--- config.mk ---
export PLATFORM = sky130hd
export DESIGN_NAME = window_occlusion_cull
export DESIGN_NICKNAME = d
export VERILOG_FILES = /design/src/hdl/woc_pkg.sv /design/src/hdl/window_occlusion_cull.sv /design/src/hdl/woc_ctrl.sv /design/src/hdl/woc_datapath.sv
export SDC_FILE = /design/constraint.sdc
export NUM_CORES = 2
export LEC_CHECK = 0
export ABC_AREA = 1
export BUFFER_PORTS_ARGS = -buffer_cell sky130_fd_sc_hd__clkbuf_2
export CAP_MARGIN = 20
export CELL_PAD_IN_SITES_DETAIL_PLACEMENT = 0
export CELL_PAD_IN_SITES_GLOBAL_PLACEMENT = 1
export CORE_UTILIZATION = 40
export CTS_BUF_LIST = sky130_fd_sc_hd__clkbuf_2
export DETAILED_ROUTE_END_ITERATION = 8
export HOLD_SLACK_MARGIN = 0.12
export MAX_ROUTING_LAYER = met4
export PLACE_DENSITY_LB_ADDON = 0.05
export SYNTH_ARGS = -nofsm -noshare
export SYNTH_HDL_FRONTEND = slang
export SYNTH_SLANG_ARGS = --single-unit
--- constraint.sdc ---
create_clock -name clk -period 7.9 [get_ports clk]
set_clock_uncertainty 0.2 [all_clocks]
set_input_delay 1.58 -clock clk [delete_from_list [all_inputs] [get_ports clk]]
set_output_delay 1.58 -clock clk [all_outputs]
set_load 0.005 [all_outputs]
--- src/hdl/woc_pkg.sv ---
// Shared types, constants and helper functions for the window occlusion cull block.
package woc_pkg;

    // Default number of covering rectangles held in the table.
    localparam int COVER_DEPTH_DEF = 16;

    // Width of the signed coordinate math: decorated and clipped edges reach
    // from -33791 up to 66557, and covering edges up to 131071 + 32767.
    localparam int COORD_W = 19;

    typedef logic signed [COORD_W-1:0] coord_t;

    // One stored covering rectangle.
    typedef struct packed {
        logic signed [15:0] left;
        logic signed [15:0] top;
        logic [16:0]        w;
        logic [16:0]        h;
    } cover_entry_t;

    // Commands from the controller to the datapath.
    typedef struct packed {
        logic load;    // capture the accepted item
        logic calc;    // decorate and clip, restart the table search
        logic scan;    // walk the coverage table
        logic finish;  // settle the result and update the table
        logic emit;    // move the result into the output register
    } woc_cmd_t;

    // Status from the datapath to the controller.
    typedef struct packed {
        logic scan_done;
        logic out_free;
    } woc_status_t;

    typedef enum logic [1:0] {
        ST_IDLE,
        ST_CALC,
        ST_SCAN,
        ST_RESULT
    } woc_state_t;

    // Configuration register indexes.
    typedef enum logic [2:0] {
        REG_AREA_X       = 3'd0,
        REG_AREA_Y       = 3'd1,
        REG_AREA_WIDTH   = 3'd2,
        REG_AREA_HEIGHT  = 3'd3,
        REG_SHADOW_SIZE  = 3'd4,
        REG_TITLE_HEIGHT = 3'd5
    } woc_reg_t;

    function automatic coord_t sx16(input logic [15:0] v);
        return {{(COORD_W-16){v[15]}}, v};
    endfunction

    function automatic coord_t zx15(input logic [14:0] v);
        return {{(COORD_W-15){1'b0}}, v};
    endfunction

    function automatic coord_t zx10(input logic [9:0] v);
        return {{(COORD_W-10){1'b0}}, v};
    endfunction

    function automatic coord_t zx17(input logic [16:0] v);
        return {{(COORD_W-17){1'b0}}, v};
    endfunction

endpackage

--- src/hdl/window_occlusion_cull.sv ---
// Top level of the window occlusion cull block: stream ports, register port, core.
// An accepted item goes through the states CALC, SCAN and RESULT; in SCAN the table walk
// searches the stored covering rectangles, at most COVER_DEPTH of them, and reads one entry a cycle.
// No new item is taken until the item has left RESULT, and the finished result waits
// in RESULT until the output register is free or being taken.
// A new item is taken while the previous result still waits in the output register.
// Reset (rst_n, asynchronous, active low) empties the table, zeroes the configuration
// registers and leaves the output register empty.
module window_occlusion_cull #(
    parameter int COVER_DEPTH = woc_pkg::COVER_DEPTH_DEF
) (
    input  logic        clk,
    input  logic        rst_n,
    // Input window items.
    input  logic        s_tvalid,
    output logic        s_tready,
    // s_tdata from bit 0: win_x[15:0], win_y[31:16], win_width[46:32],
    // win_height[61:47], transformed[62], visible[63], opaque[64], zeros up to 71.
    input  logic [71:0] s_tdata,
    // s_tuser from bit 0: frame_start.
    input  logic [0:0]  s_tuser,
    // Result items.
    output logic        m_tvalid,
    input  logic        m_tready,
    // m_tdata from bit 0: occluded, zeros up to 7.
    output logic [7:0]  m_tdata,
    // Register port.
    input  logic        psel,
    input  logic        penable,
    input  logic        pwrite,
    input  logic [4:0]  paddr,
    input  logic [31:0] pwdata,
    output logic [31:0] prdata,
    output logic        pready
);
    import woc_pkg::*;

    // Configuration registers. Writes land on the access cycle of a write.
    logic signed [15:0] area_x_reg, area_y_reg;
    logic [14:0]        area_width_reg, area_height_reg;
    logic [9:0]         shadow_size_reg, title_height_reg;
    logic               wr_en;
    woc_reg_t           reg_sel;

    assign pready  = 1'b1;
    assign wr_en   = psel && penable && pwrite && pready;
    assign reg_sel = woc_reg_t'(paddr[4:2]);

    always_ff @(posedge clk or negedge rst_n)
    begin
        if (!rst_n)
        begin
            area_x_reg       <= '0;
            area_y_reg       <= '0;
            area_width_reg   <= '0;
            area_height_reg  <= '0;
            shadow_size_reg  <= '0;
            title_height_reg <= '0;
        end
        else if (wr_en)
        begin
            case (reg_sel)
                REG_AREA_X:       area_x_reg       <= pwdata[15:0];
                REG_AREA_Y:       area_y_reg       <= pwdata[15:0];
                REG_AREA_WIDTH:   area_width_reg   <= pwdata[14:0];
                REG_AREA_HEIGHT:  area_height_reg  <= pwdata[14:0];
                REG_SHADOW_SIZE:  shadow_size_reg  <= pwdata[9:0];
                REG_TITLE_HEIGHT: title_height_reg <= pwdata[9:0];
                default:
                begin
                end
            endcase
        end
    end

    // Read back; signed registers come back sign extended, unused addresses read zero.
    always_comb
    begin
        case (reg_sel)
            REG_AREA_X:       prdata = {{16{area_x_reg[15]}}, area_x_reg};
            REG_AREA_Y:       prdata = {{16{area_y_reg[15]}}, area_y_reg};
            REG_AREA_WIDTH:   prdata = {17'd0, area_width_reg};
            REG_AREA_HEIGHT:  prdata = {17'd0, area_height_reg};
            REG_SHADOW_SIZE:  prdata = {22'd0, shadow_size_reg};
            REG_TITLE_HEIGHT: prdata = {22'd0, title_height_reg};
            default:          prdata = '0;
        endcase
    end

    // The controller sequences each item; the datapath does all arithmetic and
    // holds the coverage table.
    woc_cmd_t    cmd;
    woc_status_t status;

    woc_ctrl u_ctrl (
        .clk      (clk),
        .rst_n    (rst_n),
        .in_valid (s_tvalid),
        .in_ready (s_tready),
        .status   (status),
        .cmd      (cmd)
    );

    woc_datapath #(
        .COVER_DEPTH (COVER_DEPTH)
    ) u_datapath (
        .clk          (clk),
        .rst_n        (rst_n),
        .cmd          (cmd),
        .status       (status),
        .frame_start  (s_tuser[0]),
        .win_x        (s_tdata[15:0]),
        .win_y        (s_tdata[31:16]),
        .win_width    (s_tdata[46:32]),
        .win_height   (s_tdata[61:47]),
        .transformed  (s_tdata[62]),
        .visible      (s_tdata[63]),
        .opaque       (s_tdata[64]),
        .area_x       (area_x_reg),
        .area_y       (area_y_reg),
        .area_width   (area_width_reg),
        .area_height  (area_height_reg),
        .shadow_size  (shadow_size_reg),
        .title_height (title_height_reg),
        .out_valid    (m_tvalid),
        .out_ready    (m_tready),
        .out_data     (m_tdata)
    );

    // Only one item is in flight: after an accept, input stays closed.
    assert property (@(posedge clk) disable iff (!rst_n)
        (s_tvalid && s_tready) |=> !s_tready)
        else $error("input accepted while an item is in flight");

    // A result only moves into the output register when that register is free.
    assert property (@(posedge clk) disable iff (!rst_n)
        cmd.emit |-> status.out_free)
        else $error("result emitted over an untaken result");

    // Emitting a result hands a valid output and reopens the input.
    assert property (@(posedge clk) disable iff (!rst_n)
        cmd.emit |=> (m_tvalid && s_tready))
        else $error("emit did not present a result and reopen input");

    // The controller never issues two commands in the same cycle except
    // scan together with finish.
    assert property (@(posedge clk) disable iff (!rst_n)
        $onehot0({cmd.load, cmd.calc, cmd.scan, cmd.emit}))
        else $error("conflicting datapath commands");

endmodule

--- src/hdl/woc_ctrl.sv ---
// Controller state machine that sequences one window item through the datapath.
module woc_ctrl (
    input  logic                clk,
    input  logic                rst_n,
    input  logic                in_valid,
    output logic                in_ready,
    input  woc_pkg::woc_status_t status,
    output woc_pkg::woc_cmd_t    cmd
);
    import woc_pkg::*;

    woc_state_t state_reg;
    woc_state_t state_next;

    always_ff @(posedge clk or negedge rst_n)
    begin
        if (!rst_n)
        begin
            state_reg <= ST_IDLE;
        end
        else
        begin
            state_reg <= state_next;
        end
    end

    always_comb
    begin
        state_next = state_reg;
        cmd        = '0;
        in_ready   = 1'b0;
        case (state_reg)
            ST_IDLE:
            begin
                in_ready = 1'b1;
                if (in_valid)
                begin
                    cmd.load   = 1'b1;
                    state_next = ST_CALC;
                end
            end
            ST_CALC:
            begin
                cmd.calc   = 1'b1;
                state_next = ST_SCAN;
            end
            ST_SCAN:
            begin
                cmd.scan = 1'b1;
                if (status.scan_done)
                begin
                    cmd.finish = 1'b1;
                    state_next = ST_RESULT;
                end
            end
            ST_RESULT:
            begin
                if (status.out_free)
                begin
                    cmd.emit   = 1'b1;
                    state_next = ST_IDLE;
                end
            end
            default:
            begin
                state_next = ST_IDLE;
            end
        endcase
    end

endmodule

--- src/hdl/woc_datapath.sv ---
// Datapath: item registers, decorate and clip, coverage table and output register.
module woc_datapath #(
    parameter int COVER_DEPTH = woc_pkg::COVER_DEPTH_DEF
) (
    input  logic                 clk,
    input  logic                 rst_n,
    input  woc_pkg::woc_cmd_t    cmd,
    output woc_pkg::woc_status_t status,
    input  logic                 frame_start,
    input  logic signed [15:0]   win_x,
    input  logic signed [15:0]   win_y,
    input  logic [14:0]          win_width,
    input  logic [14:0]          win_height,
    input  logic                 transformed,
    input  logic                 visible,
    input  logic                 opaque,
    input  logic signed [15:0]   area_x,
    input  logic signed [15:0]   area_y,
    input  logic [14:0]          area_width,
    input  logic [14:0]          area_height,
    input  logic [9:0]           shadow_size,
    input  logic [9:0]           title_height,
    output logic                 out_valid,
    input  logic                 out_ready,
    output logic [7:0]           out_data
);
    import woc_pkg::*;

    localparam int CW = $clog2(COVER_DEPTH + 1);
    localparam int IW = (COVER_DEPTH > 1) ? $clog2(COVER_DEPTH) : 1;
    localparam logic [CW-1:0] DEPTH_C = CW'(COVER_DEPTH);

    // Captured item.
    logic signed [15:0] wx_reg, wy_reg;
    logic [14:0]        ww_reg, wh_reg;
    logic               tr_reg, vis_reg, op_reg;

    // Clipped rectangle, candidate entry and early decision.
    coord_t       cl_reg, ct_reg, cr_reg, cb_reg;
    cover_entry_t ent_reg;
    logic         early_reg, early_occ_reg;

    // Coverage table.
    cover_entry_t mem [COVER_DEPTH];
    cover_entry_t rd_data_reg;
    logic [CW-1:0] count_reg;
    logic [CW-1:0] issue_reg;
    logic          pend_reg;

    logic occ_reg;
    logic out_valid_reg;
    logic [7:0] out_data_reg;

    // Decorate and clip.
    coord_t dl_c, dt_c, dr_c, db_c, ar_c, ab_c;
    coord_t cl_c, ct_c, cr_c, cb_c, top_c, h_c;
    logic   empty_c;
    cover_entry_t ent_c;

    always_comb
    begin
        dl_c = sx16(wx_reg);
        dt_c = sx16(wy_reg) - zx10(title_height);
        dr_c = sx16(wx_reg) + zx15(ww_reg) + zx10(shadow_size);
        db_c = sx16(wy_reg) + zx15(wh_reg) + zx10(shadow_size);
        ar_c = sx16(area_x) + zx15(area_width);
        ab_c = sx16(area_y) + zx15(area_height);
        cl_c = (dl_c > sx16(area_x)) ? dl_c : sx16(area_x);
        ct_c = (dt_c > sx16(area_y)) ? dt_c : sx16(area_y);
        cr_c = (dr_c < ar_c) ? dr_c : ar_c;
        cb_c = (db_c < ab_c) ? db_c : ab_c;
        empty_c = !((cl_c < cr_c) && (ct_c < cb_c));
        // A top below the 16-bit range is pinned there, keeping the bottom edge.
        top_c = (dt_c < sx16(16'h8000)) ? sx16(16'h8000) : dt_c;
        h_c   = db_c - top_c;
        ent_c.left = wx_reg;
        ent_c.top  = top_c[15:0];
        ent_c.w    = {2'b00, ww_reg} + {7'd0, shadow_size};
        ent_c.h    = h_c[16:0];
    end

    // Containment test against the entry read last cycle.
    coord_t e_left_c, e_top_c;
    logic   hit_c, rd_en_c;

    always_comb
    begin
        e_left_c = sx16(rd_data_reg.left);
        e_top_c  = sx16(rd_data_reg.top);
        hit_c = pend_reg
            && (cl_reg >= e_left_c) && (cr_reg <= e_left_c + zx17(rd_data_reg.w))
            && (ct_reg >= e_top_c)  && (cb_reg <= e_top_c + zx17(rd_data_reg.h));
        rd_en_c = cmd.scan && !early_reg && !hit_c && (issue_reg != count_reg);
        status.scan_done = early_reg || hit_c || (issue_reg == count_reg);
        status.out_free  = !out_valid_reg || out_ready;
    end

    always_ff @(posedge clk)
    begin
        if (cmd.load)
        begin
            wx_reg  <= win_x;
            wy_reg  <= win_y;
            ww_reg  <= win_width;
            wh_reg  <= win_height;
            tr_reg  <= transformed;
            vis_reg <= visible;
            op_reg  <= opaque;
        end
        if (cmd.calc)
        begin
            cl_reg        <= cl_c;
            ct_reg        <= ct_c;
            cr_reg        <= cr_c;
            cb_reg        <= cb_c;
            ent_reg       <= ent_c;
            early_reg     <= tr_reg || !vis_reg || empty_c;
            early_occ_reg <= !tr_reg;
        end
        if (rd_en_c)
        begin
            rd_data_reg <= mem[issue_reg[IW-1:0]];
        end
        if (cmd.finish)
        begin
            occ_reg <= early_reg ? early_occ_reg : hit_c;
            if (!early_reg && !hit_c && op_reg && (count_reg < DEPTH_C))
            begin
                mem[count_reg[IW-1:0]] <= ent_reg;
            end
        end
        if (cmd.emit)
        begin
            out_data_reg <= {7'd0, occ_reg};
        end
    end

    always_ff @(posedge clk or negedge rst_n)
    begin
        if (!rst_n)
        begin
            count_reg     <= '0;
            issue_reg     <= '0;
            pend_reg      <= 1'b0;
            out_valid_reg <= 1'b0;
        end
        else
        begin
            if (cmd.load && frame_start)
            begin
                count_reg <= '0;
            end
            else if (cmd.finish && !early_reg && !hit_c && op_reg && (count_reg < DEPTH_C))
            begin
                count_reg <= count_reg + 1'b1;
            end
            if (cmd.calc)
            begin
                issue_reg <= '0;
                pend_reg  <= 1'b0;
            end
            else
            begin
                if (rd_en_c)
                begin
                    issue_reg <= issue_reg + 1'b1;
                end
                pend_reg <= rd_en_c;
            end
            if (cmd.emit)
            begin
                out_valid_reg <= 1'b1;
            end
            else if (out_ready)
            begin
                out_valid_reg <= 1'b0;
            end
        end
    end

    assign out_valid = out_valid_reg;
    assign out_data  = out_data_reg;

endmodule

## Word level (Yosys, flattened, before mapping)

Memories as Yosys holds them, arrays and structs flattened. A register that Yosys moved wholly into a read port is not among the register bits.
Cells that the tools add are included.

- Register bits after elaboration: 307
- Bits in writable memories: 1,056
- Bits of input ports: 117
- Output and inout bits: 43
- Logic and storage cells: 139
- Memories kept: 1

Memories:

| memory | words | width | rd ports | clocked after memory_dff | wr ports | RTL line | source |
|---|---|---|---|---|---|---|---|
| u_datapath.mem | 16 | 66 | 1 | 1 | 1 | woc_datapath.sv:44 | `cover_entry_t mem [COVER_DEPTH];` |

- Add/sub/neg operators: 13
- Order comparisons: 12
- Eq/ne operators: 13
- Mux-type cells: 29
- Reductions and logical operators: 41

Operators by type and width:

| kind | count |
|---|---|
| case mux 32 bit (6 select lines) | 1 |
| 2-to-1 mux 19 bit | 4 |
| adder 16 x 16 -> 17 bit | 4 |
| less-than comparator 19 bit | 3 |
| adder 16 x 18 -> 19 bit | 2 |
| >= comparator 19 x 16 -> 1 bit | 2 |
| less-or-equal comparator 19 bit | 2 |
| 2-to-1 mux 5 bit | 4 |
| adder 19 x 11 -> 19 bit | 1 |
| adder 17 x 11 -> 18 bit | 1 |
| logical AND 1 bit | 18 |
| less-than comparator 18 x 17 -> 1 bit | 1 |
| greater-than comparator 17 x 16 -> 1 bit | 1 |
| less-than comparator 17 x 16 -> 1 bit (second input constant) | 1 |
| 2-to-1 mux 17 bit | 1 |
| subtractor 16 x 11 -> 17 bit | 1 |
| subtractor 17 bit | 1 |
| adder 15 x 10 -> 16 bit | 1 |
| greater-than comparator 16 bit | 1 |
| 2-to-1 mux 1 bit | 14 |
| AND reduction 2 bit | 6 |
| adder 5 x 1 -> 5 bit (second input constant) | 2 |
| 2-to-1 mux 2 bit | 4 |
| case mux 2 bit (4 select lines) | 1 |
| 15 further kinds | 31 |

## Longest topological paths before layout

- Word-level depth: 15
- Gate-level depth with buffers: 45
- Depth with buffers taken out: 44

## Modules after synthesis

From an unflattened synthesis, not the netlist that was laid out.

- Cell total of the unflattened synthesis: 5,487
- Area, all modules: 65,260.1 um^2

Modules (own cells, without submodules):

| module | instances | cells an instance | area an instance (um^2) | sequential area each (um^2) |
|---|---|---|---|---|
| woc_datapath | 1 | 4,927 | 60,895.9 | 39,578.0 |
| window_occlusion_cull | 1 | 529 | 4,142.7 | 2,052.0 |
| woc_ctrl | 1 | 31 | 221.5 | 50.0 |

## Least setup slack after synthesis

OpenSTA, ideal clock, no wires.

- Path kind: register to register
- Start point: register, netlist name u_datapath.e_top_c[0]
- End point: memory u_datapath.mem[11][0] in the netlist's numbering (enable)
- Library setup time: 488 ps
- Arrival: 6,512 ps
- Required time: 7,212 ps
- Path slack: 700 ps
- Stages on the path, launching flop included: 29
- Buffers on the path: 0
- Clock period less this slack: 7,200 ps
- Cells stage by stage: edfxtp_1 > ha_1 > fa_1 > nand3_1 > nand2_1 > nand2_1 > nand2_1 > a21oi_1 > o21ai_0 > and2_1 > o22ai_1 > o21ai_0 > nand2_1 > nand2_1 > nand2_1 > nand2_1 > ha_1 > a21oi_1 > o21ai_0 > a21oi_1 > nand3_1 > nand2_1 > nand3_1 > inv_1 > nor2_1 > nor2_1 > nand4_1 > or2_1 > nor2_1

- Word-level cells in the longest chain between the ends: 10
- Elaborated cells between the ends (all ways): 16
- Those cells by class: add/sub: 1; order compare: 2; mux: 5; reduce/logical: 8

RTL lines:

| what | RTL line | source |
|---|---|---|
| adder 16 x 18 -> 19 bit or >= comparator 19 x 16 -> 1 bit (tied branches) | woc_datapath.sv:92 | `&& (ct_reg >= e_top_c) && (cb_reg <= e_top_c + zx17(rd_data_reg.h));` |
| less-or-equal comparator 19 bit or logical AND 1 bit (tied branches) | woc_datapath.sv:92 |  |
| logical AND 1 bit * | woc_datapath.sv:92 |  |
| zero test 1 bit | woc_datapath.sv:127 | `if (!early_reg && !hit_c && op_reg && (count_reg < DEPTH_C))` |
| logical AND 1 bit (3 in series) | woc_datapath.sv:127 |  |
| 2-to-1 mux 1 bit | woc_datapath.sv:127 |  |
| 2-to-1 mux 1 bit * | woc_datapath.sv:124 | `if (cmd.finish)` |
| 2-to-1 mux 1 bit (not written as such) * | woc_datapath.sv:129 | `mem[count_reg[IW-1:0]] <= ent_reg;` |
| to (decl) | woc_datapath.sv:44 |  |

Mark *: on every way between the ends. The rest lies on a longest branch, timed or not.

## Final worst setup path

- Start point: register u_datapath.wx_reg[2]
- End point: register u_datapath.early_reg, data pin

- Word-level cells in the longest chain between the ends: 8
- Elaborated cells between the ends (all ways): 10
- Those cells by class: add/sub: 2; order compare: 3; mux: 2; reduce/logical: 3

RTL lines:

| what | RTL line | source |
|---|---|---|
| from (decl) | woc_datapath.sv:34 | `logic signed [15:0] wx_reg, wy_reg;` |
| from (signal assigned) | woc_datapath.sv:102 | `wx_reg <= win_x;` |
| adder 16 x 16 -> 17 bit | woc_datapath.sv:64 | `dr_c = sx16(wx_reg) + zx15(ww_reg) + zx10(shadow_size);` |
| adder 19 x 11 -> 19 bit | woc_datapath.sv:64 |  |
| less-than comparator 19 bit | woc_datapath.sv:70 | `cr_c = (dr_c < ar_c) ? dr_c : ar_c;` |
| 2-to-1 mux 19 bit | woc_datapath.sv:70 |  |
| less-than comparator 19 bit * | woc_datapath.sv:72 | `empty_c = !((cl_c < cr_c) && (ct_c < cb_c));` |
| logical AND 1 bit * | woc_datapath.sv:72 |  |
| zero test 1 bit * | woc_datapath.sv:72 |  |
| logical OR 1 bit * | woc_datapath.sv:117 | `early_reg <= tr_reg \|\| !vis_reg \|\| empty_c;` |
| to (signal assigned) | woc_datapath.sv:117 |  |
| to (decl) | woc_datapath.sv:41 | `logic early_reg, early_occ_reg;` |

Marks and branches as above.
A chain may end at the register's enable or synchronous reset.

==> results.tsv <==
metric	value	unit
status	complete, no violations	
finalWorstPathRequiredPeriod	7220	ps
path_clk_slew	120	ps
drt-met1-wl	93900	um
routed_wl	198000	um
die_area	163000	sq um
cts_buffers	381	
powerDensity	330	nW/um^2
grt_use_total	24.9	%
grt_first_pass_wirelength	288000	um
met3_length	11000	um
cp_max_fo	12	
rsz0062_at_grt	false	
final_antenna_net_count	0	
area_growth	12.9	%
ff2ff_setup_slack	680	ps
fin_crit_sh	91.4	%
clk_latency	1800	ps
syn_area	64500	sq um
wl_met2	89000	um
grt_overflow	0	
grt_pass1_vias	43700	
avgSynthCellArea	11.6	sq um
ys_types	58	
dpl.hpwl	121000	um
coreArea	159000	sq um
finalPower	24000	uW
clock-sinks	1405	
relSlewSlack	24.2	%
hold_viol	0	
cts_max_level	5	
cp-endpoint	u_datapath.early_reg	
critPathLaunchType	flop	
postLayoutCoreUtil	45.8	%
drtIter0Drc	3586	
syn_inst	5570	
wl_per_cell	23.3	um
rr_worst_depth	39	
ys_ff_latch	1405	
vias_per_cell	5.28	
crit_arrival	8530	ps
setup_viol	0	
die_h	403	um
grt_max_degree	215	
startpoint	u_datapath.wx_reg[2]	
finalMaxSlewViolations	0	
die-width	403	um
holdWs	310	ps
port_buffers	126	
start_util	40.5	%
worstReg2RegStart	u_datapath.wx_reg[2]	
vias	44800	
gp_congestion	0.859	
cts_root_buf	clkbuf_2	
nets	6545	
fillers	15100	
cp.required	9210	ps
std_cell_rows	146	
drc	0	
cap_violations	0	
ys.warnings.count	0	
hold_class	reg -> reg	
power_leakage	0.0278	uW
r2r-end	u_datapath.early_reg	
antenna_found_initial	14	
synthArstFlopShare	6.83	%
critPathMostFrequentCell	nand2_1	
synth_top_flop_cell	edfxtp_1	
synth-edff-count	1309	
vdd_drop_max	0.291	mV
tritoncts	yes	
cp-end-kind	flop	
fmaxAchievable	0.139	GHz
firstDrtPassIters	5	
seq_area_frac_synth	64.7	%
io_pins	160	
crit_slowest_cell	edfxtp_1	
drive_gt1_share	13.3	%
largest_reg_flops	1040	
dr.max_layer_used	met4	
slowest_delay	460	ps
tightest_slew	1140	ps
hp-start	u_datapath.out_valid	
clk_path_buf_depth	4	
worstSetupPathType	reg -> reg	
finalSetupTns	0	ps
cell families after synthesis:
logic type      after synthesis  share of synthesized area (%)
compound gates             1334                           11.9
simple gates               1704                           10.6
buf+inv                     634                           3.86
xor+xnor                    140                           1.92
fa+ha+maj                   351                           7.04
flops                      1405                           64.7
other cells                   2                         0.0116
stage by stage:
step / setup WS [ps] / std cells / area, sq um
finish: 681 / 8496 / 72800
global route: 18.1 / 8493 / 72800
CTS: 324 / 8481 / 72700
detailed placement: 344 / 7666 / 67700
global placement: 310 / 7665 / 67700
floorplan: 700 / 5576 / 64500
worst max-delay path: cells and delay by family, from the launching register on:
kind            cells  cell delay [ps]
flops               1              460
buf+inv             3              410
fa+ha+maj           4             1350
xor+xnor            2              490
simple gates       17             1710
compound gates     13             2300
synth_stat cells, drive strengths merged (3+ instances only):
| cell type | number | share of area (%) |
|---|---|---|
| o221ai | 103 | 1.4 |
| a21boi | 7 | 0.082 |
| o2111ai | 7 | 0.095 |
| o21a | 5 | 0.058 |
| inv | 365 | 2.1 |
| nand3 | 194 | 1.5 |
| xnor2 | 43 | 0.58 |
| nor3 | 20 | 0.17 |
| buf | 45 | 0.43 |
| o22ai | 168 | 1.6 |
| a31oi | 7 | 0.078 |
| o21bai | 9 | 0.10 |
| o211ai | 39 | 0.45 |
| ha | 331 | 6.4 |
| and3 | 3 | 0.029 |
| a22oi | 7 | 0.082 |
| edfxtp | 1309 | 61 |
| or2 | 6 | 0.058 |
| a21oi | 206 | 1.6 |
| a221oi | 11 | 0.15 |
| a21o | 16 | 0.19 |
| nand4 | 30 | 0.29 |
| a211oi | 7 | 0.082 |
| nand3b | 4 | 0.047 |
| clkbuf | 222 | 1.3 |
| nand2 | 732 | 4.3 |
| nand2b | 3 | 0.029 |
| nor2 | 704 | 4.1 |
| o21ai | 735 | 5.7 |
| dfrtp | 96 | 3.7 |
| fa | 20 | 0.62 |
| xor2 | 97 | 1.3 |
| nor4 | 5 | 0.049 |
power by group:
| part | total [uW] | switching, uW | internal [uW] | leakage, uW |
|---|---|---|---|---|
| logic | 8450 | 5860 | 2590 | 0.0122 |
| registers | 10500 | 921 | 9590 | 0.0131 |
| clock network | 5030 | 3040 | 1990 | 0.00252 |
how the worst min path moves through the flow:
stage	to	slack (ps)	cells past startpoint
6_report	u_datapath.out_data[0]	310	1
5_1_grt	u_datapath.ww_reg[12]	230	2
4_1_cts	u_datapath.ww_reg[12]	140	2
3_5_place_dp	area_x_reg[10]	310	2
3_3_place_gp	area_x_reg[12]	310	2
2_1_floorplan	u_datapath.out_data[0]	200	0
layer usage:
metal	vias to the layer above	global-route usage (%)
met3	237	4.20
met2	1288	37.1
met1	22000	35.0
met4	0	7.06
li1	21300	-
met5	-	-
placed cells by master (no fill, tap or decap), types with 6 or more instances in the layout:
cell and count:
clkbuf_2 667, nand2_1 727, a22oi_1 7, fa_1 20, dfrtp_1 93, inv_2 9, buf_4 71, a211oi_1 7
clkinv_1 82, o2111ai_1 7, edfxtp_1 1309, buf_12 17, a31oi_1 6, inv_1 355, o211ai_1 39, ha_1 329
diode_2 11, o22ai_1 168, nor2_1 683, nand4_1 30, o21bai_1 9, a21o_1 16, o221ai_1 103, xor2_1 95
dlygate4sd3_1 169, clkinv_2 14, conb_1 8, a221oi_1 11, nor2_4 19, xnor2_1 43, nand3_1 194, a21oi_1 201
o21ai_0 717, nor3_1 19, o21ai_1 12
final cells by class:
| type | count | area [sq um] | area share, % |
|---|---|---|---|
| Multi-Input combinational cell | 3537 | 20500 | 28.1 |
| Clock inverter | 103 | 539 | 0.741 |
| Sequential cell | 1405 | 41700 | 57.3 |
| Inverter | 367 | 1400 | 1.92 |
| Tap cell | 2146 | 2690 | 3.69 |
| Clock buffer | 542 | 2710 | 3.73 |
| Timing Repair Buffer | 385 | 3250 | 4.46 |
| Antenna cell | 11 | 27.5 | 0.0378 |
what timing repair did:
item                                   in CTS  in global routing
endpoints found under the hold margin     250                  0
hold buffers                              170                  0
gates resized for setup                     0                  6
setup buffers                               0                  1
setup endpoints to repair                   0                  1
Power figures use the tool's default switching activity.
